### src/design/kmcd_pkg.sv
// ----------------------------------------------------------------------------
// kmcd_pkg
// Shared types, field widths and codes of the key matrix change detector.
// ----------------------------------------------------------------------------
package kmcd_pkg;

  // input and output field widths
  localparam int ROW_W       = 3;
  localparam int COL_IN_W    = 16;
  localparam int KIND_W      = 2;
  localparam int EVT_COL_W   = 4;
  localparam int KEY_W       = 7;
  localparam int NOTE_W      = 4;
  localparam int COUNT_W     = 8;

  // stream packing
  localparam int IN_TDATA_W  = 24;
  localparam int OUT_FIELD_W = ROW_W + EVT_COL_W + KEY_W + NOTE_W + COUNT_W + 1;
  localparam int OUT_TDATA_W = 32;
  localparam int OUT_PAD_W   = OUT_TDATA_W - OUT_FIELD_W;

  // configuration port
  localparam int ROW_CFG_W   = 4;
  localparam int COL_CFG_W   = 5;
  localparam int CFG_W       = 5;
  localparam int CFG_IDX_W   = 1;

  localparam logic [CFG_IDX_W-1:0] REG_ROW_COUNT    = 1'd0;
  localparam logic [CFG_IDX_W-1:0] REG_COLUMN_COUNT = 1'd1;

  localparam logic [ROW_CFG_W-1:0] ROW_COUNT_RESET    = 4'd4;
  localparam logic [COL_CFG_W-1:0] COLUMN_COUNT_RESET = 5'd7;

  // clamped counts: rows up to 16, columns up to 32
  localparam int ROWS_EFF_W  = 5;
  localparam int COLS_EFF_W  = 6;

  // row * columns stays below 256 for a 3-bit row and at most 32 columns
  localparam int BASE_W      = 8;

  // key id mod 12 by reciprocal: floor(k * 171 / 2048) == floor(k / 12) for k < 128
  localparam int NOTES_PER_OCTAVE = 12;
  localparam int NOTE_RECIP       = 171;
  localparam int NOTE_SHIFT       = 11;
  localparam int NOTE_PROD_W      = 15;

  typedef enum logic [KIND_W-1:0] {
    KIND_PRESS   = 2'd0,
    KIND_RELEASE = 2'd1,
    KIND_SUMMARY = 2'd2
  } event_kind_t;

  typedef struct packed {
    logic [ROW_W-1:0]   row;
    logic               summary;
    logic [COUNT_W-1:0] total;
    logic [BASE_W-1:0]  base;
  } job_hdr_t;

  typedef struct packed {
    event_kind_t         kind;
    logic [ROW_W-1:0]    row;
    logic [EVT_COL_W-1:0] column;
    logic [KEY_W-1:0]    key_id;
    logic [NOTE_W-1:0]   note_index;
    logic [COUNT_W-1:0]  active_count;
    logic                multiple_active;
    logic                last_event;
  } event_t;

  function automatic logic [NOTE_W-1:0] note_of(input logic [KEY_W-1:0] key);
    logic [NOTE_PROD_W-1:0] prod;
    logic [KEY_W-1:0]       quot;
    logic [KEY_W-1:0]       qx;
    prod = NOTE_PROD_W'(key) * NOTE_PROD_W'(NOTE_RECIP);
    quot = KEY_W'(prod >> NOTE_SHIFT);
    qx   = KEY_W'(quot * KEY_W'(NOTES_PER_OCTAVE));
    return NOTE_W'(key - qx);
  endfunction

endpackage

### src/design/kmcd_lane.sv
// ----------------------------------------------------------------------------
// kmcd_lane
// One column: masks the sampled and stored levels and flags press or release.
// ----------------------------------------------------------------------------
module kmcd_lane (
  input  logic in_use,
  input  logic cur_bit,
  input  logic prev_bit,
  output logic cur_kept,
  output logic rose,
  output logic fell
);

  logic prev_kept;

  assign cur_kept  = in_use & cur_bit;
  assign prev_kept = in_use & prev_bit;
  assign rose      = cur_kept & ~prev_kept;
  assign fell      = prev_kept & ~cur_kept;

endmodule

### src/design/kmcd_emitter.sv
// ----------------------------------------------------------------------------
// kmcd_emitter
// Merges one row's lane flags into an ordered event stream: presses in column
// order, then releases, then the scan summary; one event per cycle if ready.
// ----------------------------------------------------------------------------
module kmcd_emitter
  import kmcd_pkg::*;
#(
  parameter int MAX_COLUMNS = 16
) (
  input  logic                   clk,
  input  logic                   rst,
  input  logic                   load,
  input  logic [MAX_COLUMNS-1:0] load_rose,
  input  logic [MAX_COLUMNS-1:0] load_fell,
  input  job_hdr_t               load_hdr,
  output logic                   job_free,
  output logic                   out_valid,
  input  logic                   out_ready,
  output event_t                 out_evt
);

  localparam int CIDX_W = (MAX_COLUMNS > 1) ? $clog2(MAX_COLUMNS) : 1;

  logic                   job_valid;
  logic [MAX_COLUMNS-1:0] job_rose;
  logic [MAX_COLUMNS-1:0] job_fell;
  job_hdr_t               job_hdr;

  logic                   advance;
  logic                   step;
  logic                   use_rose;
  logic                   use_fell;
  logic                   is_summary;
  logic                   last;
  logic                   job_done;
  logic [MAX_COLUMNS-1:0] pick_vec;
  logic [MAX_COLUMNS-1:0] onehot;
  logic [MAX_COLUMNS-1:0] rose_rem;
  logic [MAX_COLUMNS-1:0] fell_rem;
  logic [CIDX_W-1:0]      col;
  logic [BASE_W-1:0]      key_full;
  logic [KEY_W-1:0]       key;
  event_t                 evt;

  assign advance    = !out_valid || out_ready;
  assign step       = job_valid && advance;
  assign use_rose   = |job_rose;
  assign use_fell   = !use_rose && (|job_fell);
  assign is_summary = !use_rose && !use_fell;
  assign pick_vec   = use_rose ? job_rose : job_fell;
  // isolate the lowest pending column
  assign onehot     = pick_vec & (~pick_vec + 1'b1);
  assign rose_rem   = use_rose ? (job_rose & ~onehot) : job_rose;
  assign fell_rem   = use_fell ? (job_fell & ~onehot) : job_fell;
  assign last       = is_summary || (rose_rem == '0 && fell_rem == '0 && !job_hdr.summary);
  assign job_done   = step && last;
  assign job_free   = !job_valid || job_done;

  always_comb begin
    col = '0;
    for (int i = 0; i < MAX_COLUMNS; i++) begin
      if (onehot[i]) begin
        col = CIDX_W'(i);
      end
    end
  end

  assign key_full = job_hdr.base + BASE_W'(col);
  assign key      = key_full[KEY_W-1:0];

  always_comb begin
    evt.row        = job_hdr.row;
    evt.last_event = last;
    if (is_summary) begin
      evt.kind            = KIND_SUMMARY;
      evt.column          = '0;
      evt.key_id          = '0;
      evt.note_index      = '0;
      evt.active_count    = job_hdr.total;
      evt.multiple_active = (job_hdr.total > COUNT_W'(1));
    end else begin
      evt.kind            = use_rose ? KIND_PRESS : KIND_RELEASE;
      evt.column          = EVT_COL_W'(col);
      evt.key_id          = key;
      evt.note_index      = note_of(key);
      evt.active_count    = '0;
      evt.multiple_active = 1'b0;
    end
  end

  always_ff @(posedge clk) begin
    if (rst) begin
      job_valid <= 1'b0;
    end else if (load) begin
      job_valid <= 1'b1;
    end else if (job_done) begin
      job_valid <= 1'b0;
    end
  end

  always_ff @(posedge clk) begin
    if (load) begin
      job_rose <= load_rose;
      job_fell <= load_fell;
      job_hdr  <= load_hdr;
    end else if (step) begin
      job_rose <= rose_rem;
      job_fell <= fell_rem;
    end
  end

  always_ff @(posedge clk) begin
    if (rst) begin
      out_valid <= 1'b0;
    end else if (step) begin
      out_valid <= 1'b1;
    end else if (out_ready) begin
      out_valid <= 1'b0;
    end
  end

  always_ff @(posedge clk) begin
    if (step) begin
      out_evt <= evt;
    end
  end

  // a held job always has something left to send
  a_job_not_empty: assert property (@(posedge clk) disable iff (rst)
    job_valid |-> (job_rose != '0 || job_fell != '0 || job_hdr.summary))
    else $error("emitter holds an empty job");

  // a new job never overwrites one that still has events
  a_load_when_free: assert property (@(posedge clk) disable iff (rst)
    load |-> (!job_valid || job_done))
    else $error("job loaded over a pending job");

  // finishing a job without a reload leaves the emitter idle
  a_done_clears: assert property (@(posedge clk) disable iff (rst)
    job_done && !load |=> !job_valid)
    else $error("job still valid after its last event");

  // a summary is always the closing event of its row
  a_summary_last: assert property (@(posedge clk) disable iff (rst)
    out_valid && out_evt.kind == KIND_SUMMARY |-> out_evt.last_event && out_evt.key_id == '0)
    else $error("summary event not closing its row");

endmodule

### src/design/key_matrix_change_detector.sv
// ----------------------------------------------------------------------------
// key_matrix_change_detector
// Per-row change detection of a scanned key matrix with event stream output.
// ----------------------------------------------------------------------------
// Usage: each s_axis transfer carries the sampled column levels of one row.
// The row is compared with its levels from the previous scan in one column
// lane per column; the emitter then sends one m_axis transfer per changed key
// (presses in column order, then releases) and, on the last row in use, a
// scan summary with the number of active keys. tlast marks the final event
// of a row. A row with no change that is not the last row, or a row outside
// the rows in use, gives no events.
// Timing: a taken row waits in the emitter's job register, and each event
// passes through the output register to m_axis. The block sustains one
// event per cycle while the receiver is ready; the next row is taken in the
// cycle in which the previous row's last event enters the output register.
// Reset clears the stored row levels and the scan total, and sets the row
// and column counts to 4 and 7. When the receiver stalls, the output register
// holds its event and the emitter holds its job; s_axis_tready drops until
// the held job's last event is registered. Counts are written by the user
// through cfg_we/cfg_index/cfg_data while the block idles; not enforced.
// ----------------------------------------------------------------------------
module key_matrix_change_detector
  import kmcd_pkg::*;
#(
  parameter int MAX_ROWS    = 8,
  parameter int MAX_COLUMNS = 16
) (
  input  logic                   clk,
  input  logic                   rst,
  input  logic                   cfg_we,
  input  logic [CFG_IDX_W-1:0]   cfg_index,
  input  logic [CFG_W-1:0]       cfg_data,
  input  logic                   s_axis_tvalid,
  output logic                   s_axis_tready,
  // row_index [2:0], column_bits [18:3], zero [23:19]
  input  logic [IN_TDATA_W-1:0]  s_axis_tdata,
  output logic                   m_axis_tvalid,
  input  logic                   m_axis_tready,
  // event_row [2:0], event_column [6:3], key_id [13:7], note_index [17:14],
  // active_count [25:18], multiple_active [26], zero [31:27]
  output logic [OUT_TDATA_W-1:0] m_axis_tdata,
  // event_kind [1:0]
  output logic [KIND_W-1:0]      m_axis_tuser,
  output logic                   m_axis_tlast
);

  localparam int RIDX_W = (MAX_ROWS > 1) ? $clog2(MAX_ROWS) : 1;
  localparam int PC_W   = $clog2(MAX_COLUMNS + 1);

  logic [ROW_CFG_W-1:0]   row_count;
  logic [COL_CFG_W-1:0]   column_count;
  logic [MAX_COLUMNS-1:0] prev_bits [MAX_ROWS];
  logic [COUNT_W-1:0]     scan_total;
  logic [COUNT_W-1:0]     scan_total_next;

  logic [ROWS_EFF_W-1:0]  rows_eff;
  logic [COLS_EFF_W-1:0]  cols_eff;
  logic [ROW_W-1:0]       row_index;
  logic [COL_IN_W-1:0]    column_bits;
  logic [RIDX_W-1:0]      row_sel;
  logic                   row_in_use;
  logic                   last_row;
  logic                   accept;
  logic                   make_job;
  logic [MAX_COLUMNS-1:0] prev_row;
  logic [MAX_COLUMNS-1:0] cur_vec;
  logic [MAX_COLUMNS-1:0] rose_vec;
  logic [MAX_COLUMNS-1:0] fell_vec;
  logic [PC_W-1:0]        pop;
  logic [COUNT_W:0]       sum;
  job_hdr_t               hdr;
  logic                   job_free;
  event_t                 evt;

  assign row_index   = s_axis_tdata[ROW_W-1:0];
  assign column_bits = s_axis_tdata[ROW_W +: COL_IN_W];
  assign row_sel     = RIDX_W'(row_index);

  // clamp the configured counts into range
  always_comb begin
    if (row_count == '0) begin
      rows_eff = ROWS_EFF_W'(1);
    end else if (ROWS_EFF_W'(row_count) > ROWS_EFF_W'(MAX_ROWS)) begin
      rows_eff = ROWS_EFF_W'(MAX_ROWS);
    end else begin
      rows_eff = ROWS_EFF_W'(row_count);
    end
    if (column_count == '0) begin
      cols_eff = COLS_EFF_W'(1);
    end else if (COLS_EFF_W'(column_count) > COLS_EFF_W'(MAX_COLUMNS)) begin
      cols_eff = COLS_EFF_W'(MAX_COLUMNS);
    end else begin
      cols_eff = COLS_EFF_W'(column_count);
    end
  end

  assign row_in_use = ROWS_EFF_W'(row_index) < rows_eff;
  assign last_row   = ROWS_EFF_W'(row_index) == (rows_eff - ROWS_EFF_W'(1));
  assign prev_row   = prev_bits[row_sel];

  for (genvar c = 0; c < MAX_COLUMNS; c++) begin : g_lane
    logic sample;
    if (c < COL_IN_W) begin : g_pin
      assign sample = column_bits[c];
    end else begin : g_nopin
      assign sample = 1'b0;
    end
    kmcd_lane u_lane (
      .in_use   (COLS_EFF_W'(c) < cols_eff),
      .cur_bit  (sample),
      .prev_bit (prev_row[c]),
      .cur_kept (cur_vec[c]),
      .rose     (rose_vec[c]),
      .fell     (fell_vec[c])
    );
  end

  always_comb begin
    pop = '0;
    for (int i = 0; i < MAX_COLUMNS; i++) begin
      pop = pop + PC_W'(cur_vec[i]);
    end
  end

  // row 0 restarts the scan total, later rows add with saturation
  always_comb begin
    sum = (row_index == '0) ? (COUNT_W + 1)'(pop)
                            : ({1'b0, scan_total} + (COUNT_W + 1)'(pop));
    scan_total_next = sum[COUNT_W] ? '1 : sum[COUNT_W-1:0];
  end

  assign s_axis_tready = job_free;
  assign accept        = s_axis_tvalid && s_axis_tready;
  assign make_job      = accept && row_in_use && (rose_vec != '0 || fell_vec != '0 || last_row);

  always_comb begin
    hdr.row     = row_index;
    hdr.summary = last_row;
    hdr.total   = scan_total_next;
    hdr.base    = BASE_W'(BASE_W'(row_index) * BASE_W'(cols_eff));
  end

  always_ff @(posedge clk) begin
    if (rst) begin
      row_count    <= ROW_COUNT_RESET;
      column_count <= COLUMN_COUNT_RESET;
    end else if (cfg_we) begin
      unique case (cfg_index)
        REG_ROW_COUNT:    row_count    <= cfg_data[ROW_CFG_W-1:0];
        REG_COLUMN_COUNT: column_count <= cfg_data[COL_CFG_W-1:0];
        default: ;
      endcase
    end
  end

  always_ff @(posedge clk) begin
    if (rst) begin
      scan_total <= '0;
      for (int r = 0; r < MAX_ROWS; r++) begin
        prev_bits[r] <= '0;
      end
    end else if (accept && row_in_use) begin
      scan_total         <= scan_total_next;
      prev_bits[row_sel] <= cur_vec;
    end
  end

  kmcd_emitter #(
    .MAX_COLUMNS (MAX_COLUMNS)
  ) u_emitter (
    .clk       (clk),
    .rst       (rst),
    .load      (make_job),
    .load_rose (rose_vec),
    .load_fell (fell_vec),
    .load_hdr  (hdr),
    .job_free  (job_free),
    .out_valid (m_axis_tvalid),
    .out_ready (m_axis_tready),
    .out_evt   (evt)
  );

  assign m_axis_tdata = {{OUT_PAD_W{1'b0}}, evt.multiple_active, evt.active_count,
                         evt.note_index, evt.key_id, evt.column, evt.row};
  assign m_axis_tuser = evt.kind;
  assign m_axis_tlast = evt.last_event;

endmodule

### config.mk
export PLATFORM = sky130hd
export DESIGN_NAME = key_matrix_change_detector
export DESIGN_NICKNAME = d
export VERILOG_FILES = /design/src/design/kmcd_pkg.sv /design/src/design/kmcd_lane.sv /design/src/design/kmcd_emitter.sv /design/src/design/key_matrix_change_detector.sv
export SDC_FILE = /design/constraint.sdc
export NUM_CORES = 1
export LEC_CHECK = 0
export ABC_AREA = 1
export BUFFER_PORTS_ARGS = -buffer_cell sky130_fd_sc_hd__buf_2
export CAP_MARGIN = 5
export CORE_MARGIN = 5
export CORE_UTILIZATION = 30
export CTS_BUF_LIST = sky130_fd_sc_hd__clkbuf_8 sky130_fd_sc_hd__clkbuf_16
export DETAILED_ROUTE_END_ITERATION = 10
export SETUP_SLACK_MARGIN = 0.02
export SYNTH_ARGS = -nofsm -noshare
export SYNTH_HDL_FRONTEND = slang
export SYNTH_HIERARCHICAL = 1
export SYNTH_SLANG_ARGS = --single-unit
export TNS_END_PERCENT = 5
### constraint.sdc
create_clock -name clk -period 6.6 [get_ports clk]
set_input_delay 0.66 -clock clk [delete_from_list [all_inputs] [get_ports clk]]
set_output_delay 0.66 -clock clk [all_outputs]
set_load 0.005 [all_outputs]
# Word-level counts from Yosys, hierarchy flattened
# Memory sizes are Yosys's and may differ from the RTL's.
# Index checks and enable logic that the tools add are counted.
# totals
ff_bits	100
ramBits	128
inputBits	35
mem_count	1
# memory_table
name	depth	word_bits	rd	rd_clocked_by_memory_dff	wr	line	text
prev_bits	8	16	1	0	8	key_matrix_change_detector.sv:52	logic [MAX_COLUMNS-1:0] prev_bits [MAX_ROWS];
# classes
n_addsub	20
n_mul	3
n_lt_le_gt_ge	20
n_eq_ne	1
mux	41
n_bitwise	102
reduce_logical	34
# op_table
operator	n
$mux 16	8
$and 1x1->1	64
$mux 4	16
$add 5x1->5	11
$and 16x16->16	3
$lt 4x6->1 const A	8
$reduce_or 16->1	3
$not 1->1	33
$logic_not 16->1	2
$not 16->16	2
$reduce_bool 16->1	2
$lt 3x6->1 const A	4
$add 16x1->16 const B	1
$mul 7x8->15 const B	1
$lt 1x6->1 const A	2
$lt 2x6->1 const A	2
$mux 1	12
$mux 5	2
$add 8x5->9	1
$logic_and 1x1->1	9
$mux 9	1
$gt 8x1->1 const B	1
$mux 8	1
$add 7x4->7	1
other kinds (20)	31

# Depth between registers and ports, before layout
# logic_depth
ltp_word	24
mapped_depth	50

# Modules after synthesis
# Netlist, hierarchy kept.
# modules_own_cells
mod	instances	cells_each	area_per_inst_um2
key_matrix_change_detector	1	803	7622.3
kmcd_emitter	1	588	5242.5
kmcd_lane	16	7	26.3

# Worst setup path before layout
# No wires, ideal clock.
# synth_timing
path_kind	register to register
start	reg u_emitter.job_rose[11]
end	reg u_emitter/out_evt[13] in the netlist's numbering (data pin)
setup_time_ns	0.270
arrival_time_ns	6.763
required_ns	6.330
path_slack_ns	-0.433
path_stages_with_launch	45
path_buffers	2
period_less_slack_ns	7.033
cell_sequence	edfxtp_1 -> nor2_1 -> nand2_2 -> nor2_8 -> nand2_4 -> buf_6 -> buf_6 -> o21ai_4 -> inv_1 -> nand2_1 -> nor2_1 -> nand2_1 -> nand2_1 -> or4_1 -> fa_1 -> nand2_1 -> inv_1 -> nor2_1 -> (+9 left out) -> fa_1 -> ha_1 -> nand3_1 -> nand2_1 -> a21oi_1 -> inv_1 -> nand2_1 -> nand2_1 -> or2_2 -> nand2_1 -> inv_1 -> ha_1 -> xor2_1 -> inv_1 -> nand2_1 -> nand2_1 -> nand2_1 -> a21oi_1
# synth_via
word_cells_on_any_way	28
# synth_rtl
element	line	text
start, declared	kmcd_emitter.sv:26	logic [MAX_COLUMNS-1:0] job_rose;
start signal, assigned	kmcd_emitter.sv:104	job_rose <= load_rose;
start signal, assigned	kmcd_emitter.sv:108	job_rose <= rose_rem;
$reduce_or 16->1	kmcd_emitter.sv:48	assign use_rose = |job_rose;
$mux 16 (*)	kmcd_emitter.sv:51	assign pick_vec = use_rose ? job_rose : job_fell;
$not 16->16	kmcd_emitter.sv:53	assign onehot = pick_vec & (~pick_vec + 1'b1);
$add 16x1->16	kmcd_emitter.sv:53	
$and 16x16->16 (*)	kmcd_emitter.sv:53	
$mux 4 (13 in a row)	kmcd_emitter.sv:63	if (onehot[i]) begin
$mux 4 (*)	kmcd_emitter.sv:63	
via u_emitter.col[1]	kmcd_emitter.sv:41	logic [CIDX_W-1:0] col;
$add 7x4->7 (*)	kmcd_emitter.sv:69	assign key_full = job_hdr.base + BASE_W'(col);
via u_emitter.key_full[6]	kmcd_emitter.sv:42	logic [BASE_W-1:0] key_full;
$mul 7x8->15 (*)	kmcd_pkg.sv:75	prod = NOTE_PROD_W'(key) * NOTE_PROD_W'(NOTE_RECIP);
$mul 4x2->2 (*)	kmcd_pkg.sv:77	qx = KEY_W'(quot * KEY_W'(NOTES_PER_OCTAVE));
$sub 4x4->4 (*)	kmcd_pkg.sv:78	return NOTE_W'(key - qx);
end signal, assigned	kmcd_emitter.sv:125	out_evt <= evt;
end, declared	kmcd_emitter.sv:20	output event_t out_evt
# Mark *: on every way through the listed nets, which the timed path passes. The rest lies on a longest branch.
# A chain may end at the register's enable or synchronous reset.

# Worst setup path in the final report
# layout_timing
start	reg u_emitter.job_rose[2]
end	reg u_emitter/out_evt[13] in the netlist's numbering (data pin)
# The elaborated chain is that of the path after synthesis.

==> flow_metrics.tcl <==
set metrics [dict create \
    required_ps 6880 \
    path_class "flop to flop" \
    port_buffers 61 \
    syn_area_per_cell_um2 8.85 \
    gp_congestion 0.888 \
    power_density_mw_per_mm2 368 \
    layout-drive-gt1-share 0.205 \
    area_delta_synth_final_pct 22.8 \
    cp-end-kind "flop" \
    regArea_mm2 0.00660 \
    worst_pin_slew_ps 1110 \
    slew_headroom 0.257 \
    met1Wirelength_mm 15.3 \
    fin_crit_sh 1.06 \
    drc 0 \
    cp_max_fo 7 \
    met3_length_mm 1.68 \
    slew_violations 0 \
    synth_area_mm2 0.0133 \
    hold_viol_final 0 \
    ctsRootBufferMaster "clkbuf_16" \
    hp-class "input pin to flop" \
    die_h_um 220 \
    critPathLaunchType "flop" \
    cts_tree "yes" \
    met2_length_mm 17.9 \
    syn-instance-count 1500 \
    cp_num_buf_inv 10 \
    grt_max_degree 64 \
    grt_use_total 0.145 \
    clk_pin_slew_ps 60 \
    first_pass_iters 5 \
    yosys_warnings 6 \
    drtIter0Drc 864 \
    core_mm2 0.0440 \
    cp_slowest_stage_delay_ps 540 \
    wire_per_inst_um 15.6 \
    crit_family "adder cells" \
    fin_nets 1806 \
    power.leakage_nw 7.33 \
    top_layer "met4" \
    cp.arrival_ps 7290 \
    grt_pass1_vias 10400 \
    clk_latency_ps 550 \
    finalWorstSetupSlack_ps -415 \
    htree_levels 1 \
    post-dp-hpwl_mm 26.2 \
    finalPower_mw 5.99 \
    die_w_um 220 \
    whs_ps 353 \
    finClkSkew_ps 24.9 \
    max_freq_mhz 143 \
    fillers 4429 \
    setup_viol 2 \
    status "finished with violations" \
    cts_buffer_depth 3 \
    rows 77 \
    ant_nets 0 \
    grt_overflow 0 \
    crit_slowest_cell "fa_2" \
    via_per_inst 4.58 \
    ios 72 \
    num_vias 10500 \
    rsz0062_at_grt "true" \
    vdd_drop_max_mv 0.321 \
    finalCriticalPeriod_ps 7010 \
    grt_pass1_wl_mm 56.0 \
    clock_sinks 226 \
    fp.dieArea_mm2 0.0485 \
    multi_input_area_mm2 0.00584 \
    grt_antenna_before_repair 3 \
    wirelength_mm 35.9 \
    violations "negative setup slack" \
    max-cap-violations 0 \
    start_util 0.301 \
    cts_made_buffers 25 \
]
==> layout make-up <==
type                       count  area share
sequential                   226       0.405
multi-input combinational   1003       0.358
timing repair buffer         202      0.0893
inverter                     231      0.0532
tap                          592      0.0454
clock buffer                  27      0.0401
clock inverter                17     0.00913
antenna                        1    0.000154
==> per-layer routing <==
metal  vias to the layer above  track usage
met2                       263        0.259
met3                        63       0.0156
met4                         0       0.0445
li1                       5272            -
met5                         -            0
met1                      4932        0.185
==> repair_timing <==
action | 4_1_cts | 5_1_grt
buffers inserted | 25 | 6
resized for setup | 30 | 26
gates cloned | 2 | 0
pin swaps | 45 | 39
hold buffers | 0 | 0
endpoints found under the setup margin | 2 | 2
==> per-stage QoR <==
step / TNS [ps] / area, µm² / setup WS (ps) / util / cells
after floorplan: -223 / 13400 / -223 / - / 1505
after global placement: -800 / 15000 / -574 / 0.340 / 2221
after detailed placement: -985 / 15000 / -665 / 0.340 / 2221
after CTS: -562 / 16200 / -433 / 0.367 / 2292
after global routing: -1370 / 16300 / -856 / 0.370 / 2299
final: -543 / 16300 / -415 / 0.370 / 2299
==> flip-flops by register name, summed over array words and instances, names as in the netlist <==
name                 flops
u_emitter/job_fell      16
u_emitter/out_valid      1
u_emitter/job_valid      1
u_emitter/job_rose      16
u_emitter/job_hdr       16
scan_total               8
u_emitter/evt            3
u_emitter/out_evt       28
column_count             5
row_count                4
prev_bits              128
==> placed cells by master, fill, tap and decap left out, types with 29 or more instances in the layout <==
cell / count
nand2_1: 322
nor2_1: 249
edfxtp_1: 207
inv_1: 203
buf_4: 130
buf_2: 61
nand3_1: 60
o21ai_0: 58
ha_1: 49
a21oi_1: 32
nand4_1: 29
nand2_2: 29
==> tightest hold or removal path, stage by stage <==
cell	delay (ps)
buf_2	100
nand2_1	50
nand3_1	50
==> final timing paths <==
path / to / slack (ps) / startpoint / cells after the start
setup / recovery: u_emitter/out_evt[13] / -410 / u_emitter/job_rose[2] / 44
hold / removal: column_count[1] / 350 / cfg_data[1] / 3
setup reg to reg: u_emitter/out_evt[13] / -410 / u_emitter/job_rose[2] / 44
hold reg to reg: u_emitter/out_evt[25] / 420 / u_emitter/evt[25] / 0
==> power by group <==
part | switching, mW | total, mW | internal [mW] | leakage, nW
Sequential | 0.0663 | 1.84 | 1.78 | 2.25
Combinational | 1.49 | 2.77 | 1.28 | 4.67
Clock | 0.580 | 1.37 | 0.793 | 0.419
Total | 2.14 | 5.99 | 3.85 | 7.33
No activity file was read; power rests on OpenSTA's default activity.
